**config.mk**
```make
export PLATFORM = sky130hd
export DESIGN_NAME = nesting_range_closer
export DESIGN_NICKNAME = d
export VERILOG_FILES = /design/src/hdl/nrc_pkg.sv /design/src/hdl/nrc_datapath.sv /design/src/hdl/nrc_ctrl.sv /design/src/hdl/nesting_range_closer.sv
export SDC_FILE = /design/constraint.sdc
export NUM_CORES = 2
export LEC_CHECK = 0
export BUFFER_PORTS_ARGS = -buffer_cell sky130_fd_sc_hd__buf_4
export CAP_MARGIN = 25
export CORE_ASPECT_RATIO = 1.4
export CORE_MARGIN = 2
export CORE_UTILIZATION = 50
export DETAILED_ROUTE_END_ITERATION = 7
export PLACE_DENSITY = 0.66
export SYNTH_ARGS = -nofsm -noshare
export SYNTH_HDL_FRONTEND = slang
export SYNTH_HIERARCHICAL = 1
export SYNTH_SLANG_ARGS = --single-unit
```
**constraint.sdc**
```tcl
create_clock -name aclk -period 9.1 [get_ports aclk]
set_input_delay 0.455 -clock aclk [delete_from_list [all_inputs] [get_ports aclk]]
set_output_delay 0.455 -clock aclk [all_outputs]
set_load 0.01 [all_outputs]
```
**src/hdl/nrc_pkg.sv**
```systemverilog
// shared types and constants for the nesting range closer
// no dependencies
package nrc_pkg;

    localparam int DEPTH_BITS = 8;
    localparam int OP_BITS    = 2;

    typedef enum logic [OP_BITS-1:0] {
        OP_ENTRY = 2'd0,
        OP_SLOT  = 2'd1,
        OP_END   = 2'd2
    } op_t;

    typedef enum logic [1:0] {
        ST_IDLE,
        ST_READ,
        ST_DECIDE,
        ST_FLUSH
    } state_t;

    typedef struct packed {
        logic accept;     // input word taken this cycle
        logic read;       // fetch top of stack
        logic pop;        // move fetched top into the pending slot
        logic emit;       // load pending range into the output register
        logic emit_last;  // emitted word is the last one for this item
        logic clear_pend; // pending slot handed over
        logic finish;     // push new entry or reset index at end of document
    } cmd_t;

    typedef struct packed {
        logic closes;     // input word is an entry or end of document
        logic pop_ok;     // fetched top must be closed
        logic pend_valid; // a closed range is waiting for its last flag
        logic out_free;   // output register can take a word
    } status_t;

endpackage

```
**src/hdl/nrc_datapath.sv**
```systemverilog
// datapath: open-entry stack memory, item registers, pending range and output register
// depends on nrc_pkg
module nrc_datapath #(
    parameter int STACK_DEPTH = 32,
    parameter int LINE_BITS   = 24,
    parameter int INDEX_BITS  = 16,
    parameter int S_TDATA_W   = 56,
    parameter int M_TDATA_W   = 72
) (
    input  logic                          aclk,
    input  logic                          aresetn,
    input  logic [S_TDATA_W-1:0]          s_tdata,
    input  logic [nrc_pkg::OP_BITS-1:0]   s_tuser,
    output logic                          m_tvalid,
    input  logic                          m_tready,
    output logic [M_TDATA_W-1:0]          m_tdata,
    output logic                          m_tuser,
    output logic                          m_tlast,
    input  nrc_pkg::cmd_t                 cmd,
    output nrc_pkg::status_t              status
);

    localparam int PTR_W = (STACK_DEPTH > 1) ? $clog2(STACK_DEPTH) : 1;
    localparam int CNT_W = $clog2(STACK_DEPTH + 1);
    localparam int DB    = nrc_pkg::DEPTH_BITS;

    // stack memory, one array per field
    logic [INDEX_BITS-1:0] mem_index [STACK_DEPTH];
    logic [LINE_BITS-1:0]  mem_start [STACK_DEPTH];
    logic [DB-1:0]         mem_depth [STACK_DEPTH];

    logic [CNT_W-1:0]      count_reg;
    logic [INDEX_BITS-1:0] next_index_reg;
    logic                  overflow_reg;

    logic                  is_end_reg;
    logic [LINE_BITS-1:0]  start_reg;
    logic [LINE_BITS-1:0]  close_reg;
    logic [DB-1:0]         dep_reg;

    logic [INDEX_BITS-1:0] rd_index_reg;
    logic [LINE_BITS-1:0]  rd_start_reg;
    logic [DB-1:0]         rd_depth_reg;

    logic                  pend_valid_reg;
    logic [INDEX_BITS-1:0] pend_index_reg;
    logic [LINE_BITS-1:0]  pend_start_reg;
    logic [DB-1:0]         pend_depth_reg;

    logic                  m_valid_reg;
    logic [M_TDATA_W-1:0]  m_data_reg;
    logic                  m_user_reg;
    logic                  m_last_reg;

    logic [LINE_BITS-1:0]  in_line;
    logic [DB-1:0]         in_depth;
    logic [LINE_BITS-1:0]  in_count;
    logic [LINE_BITS-1:0]  in_start;
    logic [LINE_BITS-1:0]  entry_close;
    logic [LINE_BITS-1:0]  doc_close;
    logic [CNT_W-1:0]      top_addr;
    logic                  has_room;

    assign in_line  = s_tdata[LINE_BITS-1:0];
    assign in_depth = s_tdata[LINE_BITS+DB-1:LINE_BITS];
    assign in_count = s_tdata[2*LINE_BITS+DB-1:LINE_BITS+DB];

    // saturating decrements, no wrap below line 0
    assign in_start    = (in_line != '0) ? in_line - LINE_BITS'(1) : '0;
    assign entry_close = (in_start != '0) ? in_start - LINE_BITS'(1) : '0;
    assign doc_close   = (in_count != '0) ? in_count - LINE_BITS'(1) : '0;

    assign top_addr = count_reg - CNT_W'(1);
    assign has_room = (count_reg < CNT_W'(STACK_DEPTH));

    assign status.closes     = (s_tuser == nrc_pkg::OP_ENTRY) || (s_tuser == nrc_pkg::OP_END);
    assign status.pop_ok     = (count_reg != '0) && (is_end_reg || (rd_depth_reg >= dep_reg));
    assign status.pend_valid = pend_valid_reg;
    assign status.out_free   = !m_valid_reg || m_tready;

    // stack memory: one write port, one registered read port
    always_ff @(posedge aclk) begin
        if (cmd.finish && !is_end_reg && has_room) begin
            mem_index[count_reg[PTR_W-1:0]] <= next_index_reg;
            mem_start[count_reg[PTR_W-1:0]] <= start_reg;
            mem_depth[count_reg[PTR_W-1:0]] <= dep_reg;
        end
        if (cmd.read) begin
            rd_index_reg <= mem_index[top_addr[PTR_W-1:0]];
            rd_start_reg <= mem_start[top_addr[PTR_W-1:0]];
            rd_depth_reg <= mem_depth[top_addr[PTR_W-1:0]];
        end
    end

    // item and pending payload
    always_ff @(posedge aclk) begin
        if (cmd.accept) begin
            is_end_reg <= (s_tuser == nrc_pkg::OP_END);
            start_reg  <= in_start;
            close_reg  <= (s_tuser == nrc_pkg::OP_END) ? doc_close : entry_close;
            dep_reg    <= in_depth;
        end
        if (cmd.pop) begin
            pend_index_reg <= rd_index_reg;
            pend_start_reg <= rd_start_reg;
            pend_depth_reg <= rd_depth_reg;
        end
        if (cmd.emit) begin
            m_data_reg <= M_TDATA_W'({pend_depth_reg, close_reg, pend_start_reg,
                                      pend_index_reg});
            m_user_reg <= overflow_reg;
            m_last_reg <= cmd.emit_last;
        end
    end

    // control state
    always_ff @(posedge aclk) begin
        if (!aresetn) begin
            count_reg      <= '0;
            next_index_reg <= '0;
            overflow_reg   <= 1'b0;
            pend_valid_reg <= 1'b0;
            m_valid_reg    <= 1'b0;
        end else begin
            if (cmd.accept && (s_tuser == nrc_pkg::OP_SLOT)) begin
                next_index_reg <= next_index_reg + INDEX_BITS'(1);
            end
            if (cmd.pop) begin
                count_reg      <= top_addr;
                pend_valid_reg <= 1'b1;
            end else if (cmd.clear_pend) begin
                pend_valid_reg <= 1'b0;
            end
            if (cmd.finish) begin
                if (is_end_reg) begin
                    next_index_reg <= '0;
                end else begin
                    next_index_reg <= next_index_reg + INDEX_BITS'(1);
                    if (has_room) begin
                        count_reg <= count_reg + CNT_W'(1);
                    end else begin
                        overflow_reg <= 1'b1;
                    end
                end
            end
            if (cmd.emit) begin
                m_valid_reg <= 1'b1;
            end else if (m_tready) begin
                m_valid_reg <= 1'b0;
            end
        end
    end

    assign m_tvalid = m_valid_reg;
    assign m_tdata  = m_data_reg;
    assign m_tuser  = m_user_reg;
    assign m_tlast  = m_last_reg;

endmodule

```
**src/hdl/nrc_ctrl.sv**
```systemverilog
// controller: sequences accept, stack fetch, close decision and final push
// depends on nrc_pkg
module nrc_ctrl (
    input  logic              aclk,
    input  logic              aresetn,
    input  logic              s_tvalid,
    output logic              s_tready,
    input  nrc_pkg::status_t  status,
    output nrc_pkg::cmd_t     cmd
);

    nrc_pkg::state_t state_reg;
    nrc_pkg::state_t state_next;
    logic            accept;

    assign s_tready = (state_reg == nrc_pkg::ST_IDLE);
    assign accept   = s_tvalid && s_tready;

    always_ff @(posedge aclk) begin
        if (!aresetn) begin
            state_reg <= nrc_pkg::ST_IDLE;
        end else begin
            state_reg <= state_next;
        end
    end

    always_comb begin
        state_next = state_reg;
        case (state_reg)
            nrc_pkg::ST_IDLE: begin
                if (accept && status.closes) begin
                    state_next = nrc_pkg::ST_READ;
                end
            end
            nrc_pkg::ST_READ: begin
                state_next = nrc_pkg::ST_DECIDE;
            end
            nrc_pkg::ST_DECIDE: begin
                if (status.pop_ok) begin
                    if (!status.pend_valid || status.out_free) begin
                        state_next = nrc_pkg::ST_READ;
                    end
                end else if (status.pend_valid) begin
                    state_next = nrc_pkg::ST_FLUSH;
                end else begin
                    state_next = nrc_pkg::ST_IDLE;
                end
            end
            nrc_pkg::ST_FLUSH: begin
                if (status.out_free) begin
                    state_next = nrc_pkg::ST_IDLE;
                end
            end
            default: begin
                state_next = nrc_pkg::ST_IDLE;
            end
        endcase
    end

    always_comb begin
        cmd = '0;
        cmd.accept = accept;
        case (state_reg)
            nrc_pkg::ST_IDLE: begin
            end
            nrc_pkg::ST_READ: begin
                cmd.read = 1'b1;
            end
            nrc_pkg::ST_DECIDE: begin
                if (status.pop_ok) begin
                    // older pending range is known not to be last once another pops
                    if (!status.pend_valid || status.out_free) begin
                        cmd.pop  = 1'b1;
                        cmd.emit = status.pend_valid;
                    end
                end else if (!status.pend_valid) begin
                    cmd.finish = 1'b1;
                end
            end
            nrc_pkg::ST_FLUSH: begin
                if (status.out_free) begin
                    cmd.emit       = 1'b1;
                    cmd.emit_last  = 1'b1;
                    cmd.clear_pend = 1'b1;
                    cmd.finish     = 1'b1;
                end
            end
            default: begin
            end
        endcase
    end

endmodule

```
**src/hdl/nesting_range_closer.sv**
```systemverilog
// Nesting range closer. Takes outline entries (line, depth), empty slots and
// end-of-document words on s_; each entry closes the open entries on the stack
// whose depth is at least its own, and every closed range leaves on m_ as one
// word, in closing order, with m_tlast on the last word of the input word that
// caused it. m_tuser carries the sticky overflow flag: a new entry that finds
// the stack full after its pops is dropped. Slot words and undefined ops
// leave the block in ST_IDLE; an entry or end-of-document word passes through
// ST_READ and ST_DECIDE once per closed range and once more for the final check,
// then through ST_FLUSH to hand over the last word when it closed a range.
// The stack's single registered read port makes each close fetch the top entry,
// then compare its depth. Output stalls hold the block only when a closed word
// meets a full output register. Depends on nrc_pkg, nrc_ctrl and nrc_datapath.
module nesting_range_closer #(
    parameter int   STACK_DEPTH = 32,
    parameter int   LINE_BITS   = 24,
    parameter int   INDEX_BITS  = 16,
    localparam int  S_FIELD_W   = 2 * LINE_BITS + nrc_pkg::DEPTH_BITS,
    localparam int  S_TDATA_W   = ((S_FIELD_W + 7) / 8) * 8,
    localparam int  M_FIELD_W   = INDEX_BITS + 2 * LINE_BITS + nrc_pkg::DEPTH_BITS,
    localparam int  M_TDATA_W   = ((M_FIELD_W + 7) / 8) * 8
) (
    input  logic                         aclk,
    input  logic                         aresetn,
    input  logic                         s_tvalid,
    output logic                         s_tready,
    // line_number, depth, doc_line_count
    input  logic [S_TDATA_W-1:0]         s_tdata,
    // op
    input  logic [nrc_pkg::OP_BITS-1:0]  s_tuser,
    output logic                         m_tvalid,
    input  logic                         m_tready,
    // entry_index, start_line, end_line, range_depth
    output logic [M_TDATA_W-1:0]         m_tdata,
    // overflow
    output logic                         m_tuser,
    output logic                         m_tlast
);

    nrc_pkg::cmd_t    cmd;
    nrc_pkg::status_t status;

    nrc_ctrl u_ctrl (
        .aclk     (aclk),
        .aresetn  (aresetn),
        .s_tvalid (s_tvalid),
        .s_tready (s_tready),
        .status   (status),
        .cmd      (cmd)
    );

    nrc_datapath #(
        .STACK_DEPTH (STACK_DEPTH),
        .LINE_BITS   (LINE_BITS),
        .INDEX_BITS  (INDEX_BITS),
        .S_TDATA_W   (S_TDATA_W),
        .M_TDATA_W   (M_TDATA_W)
    ) u_datapath (
        .aclk     (aclk),
        .aresetn  (aresetn),
        .s_tdata  (s_tdata),
        .s_tuser  (s_tuser),
        .m_tvalid (m_tvalid),
        .m_tready (m_tready),
        .m_tdata  (m_tdata),
        .m_tuser  (m_tuser),
        .m_tlast  (m_tlast),
        .cmd      (cmd),
        .status   (status)
    );

endmodule

```
==> flow_metrics.py <==
metrics = {
    "status": {
        "outcome": "finished clean",
    },
    "timing": {
        "fin_worst_skew_ns": 0.0332,
        "hold_viol_final": 0,
        "setup_viol": 0,
        "period_minus_slack_ns": 6.78,
        "slew_viol_final": 0,
        "tightest_slew_ns": 1.05,
        "period_share_pct": 74.5,
        "rsz0062_at_grt": "no",
        "maxSlewHeadroom_pct": 30.3,
        "max_freq_mhz": 147,
        "final.setup.tns_ns": 0,
    },
    "cells_and_area": {
        "final_nets": 3329,
        "stdcell_count": 5160,
        "largest_reg_flops": 768,
        "post-route-util_pct": 57.4,
        "layout_commonest_cell": "edfxtp_1",
        "drive_gt1_share_pct": 31.5,
        "most-common-layout-cells": "edfxtp_1 (1763), mux4_2 (480), buf_4 (216)",
        "area_delta_synth_final_pct": 13.9,
        "fin_area_um2": 78200,
        "num-fill-cells": 9657,
    },
    "critical_path": {
        "crit_start": "u_datapath/dep_reg[2]$_DFFE_PP_",
        "crit_type": "reg2reg",
        "critical_path_required_ns": 9.54,
        "arrival_ns": 7.23,
        "cp-start-kind": "flip-flop",
        "cp-end-kind": "flip-flop",
        "cpMostUsedCell": "a21o_1",
        "rr_startpoint": "u_datapath/dep_reg[2]$_DFFE_PP_",
        "critPathMaxStageDelay_ns": 1.01,
        "cpMaxStageDelayCell": "nor2_4",
        "crit_fanout": 33,
        "crit_chain": "inv_1, ha_1, a21o_1, a21o_1, a21o_1, a21o_1, a2111oi_0, nor3_1, nor3_2, a21oi_1, nor2_1, nand2b_1, nor2_1, nand2_1, nor2_4, buf_4",
    },
    "run": {
        "drv_cap": 0,
    },
    "floorplan": {
        "initial_utilization_pct": 50.4,
        "pin_count": 138,
        "die_width_um": 317,
        "rows": 160,
        "die_y_um": 442,
        "core_um2": 136000,
        "dieArea_um2": 140000,
    },
    "clocking": {
        "cts_buffer_depth": 3,
        "path_clk_slew_ns": 0.07,
        "cts-root-buf": "clkbuf_16",
        "cts_setup_buffers": 0,
        "cts_tree": "done",
        "cts_sinks": 1790,
        "clk-insertion-delay-late_ns": 0.80,
        "cts-htree-levels": 4,
        "cts_hold_buffers": 9,
        "cts_inserted_buffers": 161,
        "cts-resized-gates": 0,
    },
    "synth": {
        "synth.yosys.seq_area_share_pct": 77.9,
        "ys.flop_type": "edfxtp_1",
        "synth_edf_count": 1763,
        "synth_seq_cells": 1790,
        "ys_async_sr_fraction_pct": 0,
        "ys_types": 76,
        "synth_cells": 2977,
        "synth_warnings": 6,
        "synth_fp_nets": 3057,
        "syn_area_um2": 68700,
        "avgSynthCellArea_um2": 23.1,
    },
    "drt": {
        "ant_nets": 0,
        "vias_per_cell": 6.23,
        "drt_wl_total_um": 160000,
        "drc": 0,
        "vias": 32136,
        "drt_iter0_markers": 3946,
        "route.detailed.wl_per_inst_um": 31.1,
        "first_pass_iters": 6,
    },
    "power_and_ir_drop": {
        "leakage_nw": 23.0,
        "p_per_area_nw_per_um2": 210,
        "swShare_pct": 20.1,
        "power_frac_comb_pct": 3.3,
        "power_w": 0.0164,
        "ir_worst_vdd_mv": 0.208,
        "pwr-share-seq_pct": 55.5,
        "power_frac_clock_pct": 41.2,
        "switchingPower_w": 0.00329,
        "intPower_w": 0.0131,
    },
    "hold_path": {
        "hold_class": "in2reg",
        "min_from": "s_tdata[32]",
    },
    "grt": {
        "grt_max_degree": 150,
        "grt_util_all_layers_pct": 23.2,
        "antenna_found_initial": 24,
        "grt_pass1_vias": 32213,
        "grt_pass1_wl_um": 230000,
        "grt-ovfl-total": 0,
    },
    "placed_design": {
        "routabilityCongestion": 0.868,
        "placed_area_um2": 72500,
        "portBuffers": 137,
        "dpl.cell_count": 4845,
        "hpwl_um": 98300,
    },
}
routing by layer:
layer	vias up	GRT usage [%]	part of all wire, %
met2	1714	34.9	47
met5	-	0	0.014
li1	13112	-	-
met3	243	6.52	11
met4	4	7.00	2.8
met1	17063	33.2	39
through the flow:
stage	setup WS (ns)	hold WS (ns)
detailed placement	1.97	0.405
CTS	1.93	0.0109
finish	2.32	0.0509
global placement	2.22	0.401
global route	1.81	0.0262
floorplan	2.05	0.400
power by group through the flow:
stage / clock network [W] / registers, W / logic [W]
2_1_floorplan: 0 / 0.00930 / 0.000264
3_3_place_gp: 0 / 0.00930 / 0.000475
3_5_place_dp: 0 / 0.00931 / 0.000485
4_1_cts: 0.00687 / 0.00913 / 0.000489
5_1_grt: 0.00716 / 0.00910 / 0.000566
6_report: 0.00675 / 0.00910 / 0.000534
synthesized netlist by cell type (4+ instances only):
| master | instances | area [um2] |
|---|---|---|
| a211oi_1 | 5 | 37.5 |
| a21o_1 | 6 | 45.0 |
| a21oi_1 | 22 | 110 |
| and2_1 | 12 | 75.1 |
| and3_1 | 7 | 43.8 |
| buf_1 | 41 | 154 |
| buf_2 | 5 | 25.0 |
| buf_4 | 5 | 37.5 |
| buf_6 | 4 | 45.0 |
| clkbuf_1 | 87 | 327 |
| dfxtp_1 | 27 | 541 |
| edfxtp_1 | 1763 | 52900 |
| ha_1 | 18 | 225 |
| inv_1 | 28 | 105 |
| mux2_2 | 48 | 541 |
| mux4_2 | 480 | 10800 |
| nand2_1 | 45 | 169 |
| nand2b_1 | 8 | 50.1 |
| nand3_1 | 14 | 70.1 |
| nand3b_1 | 5 | 37.5 |
| nand4_1 | 4 | 25.0 |
| nor2_1 | 104 | 390 |
| nor2b_1 | 11 | 68.8 |
| nor3_1 | 23 | 115 |
| nor4_1 | 11 | 68.8 |
| o21a_1 | 4 | 30.0 |
| o21ai_0 | 9 | 45.0 |
| o22ai_1 | 21 | 131 |
| o31ai_1 | 4 | 30.0 |
| or3_1 | 9 | 56.3 |
| or4_1 | 11 | 82.6 |
| xnor2_1 | 42 | 368 |
| xor2_1 | 31 | 272 |
area by class of cell:
type,count,area (um2),area share (%)
diodes,1,2.50,0.00320
repair buffers,251,2350,3.00
clock buffers,197,4290,5.49
inverters,28,105,0.134
multi-input cells,1017,14800,18.9
clock inverters,94,941,1.20
flip-flops and latches,1790,53500,68.4
well taps,1782,2230,2.85
critical path, delay by kind of cell, from the launching register on:
family / cells / cell delay [ns]
AO/OA/AOI/OAI: 6 / 1.41
adder cells (fa/ha/maj): 1 / 0.33
buffers and inverters: 2 / 0.60
flip-flops: 1 / 1.00
AND/OR/NAND/NOR: 7 / 3.03
path summary, 6_finish.rpt:
kind | end | slack (ns) | cells past startpoint
worst max-delay path | u_datapath/mem_start[23][8]$_DFFE_PP_ | 2.32 | 16
worst min-delay path | u_datapath/close_reg[0]$_DFFE_PP_ | 0.05 | 2
worst max register to register | u_datapath/mem_start[23][8]$_DFFE_PP_ | 2.32 | 16
worst min register to register | u_datapath/pend_index_reg[13]$_DFFE_PP_ | 0.40 | 0
cells by family after synthesis:
logic type | synth area share [%]
mux | 16.6
xor+xnor | 0.931
buf+inv | 1.01
flops | 77.9
fa+ha+maj | 0.328
simple gates | 2.27
compound gates | 0.984
No activity file was read; power rests on OpenSTA's default activity.
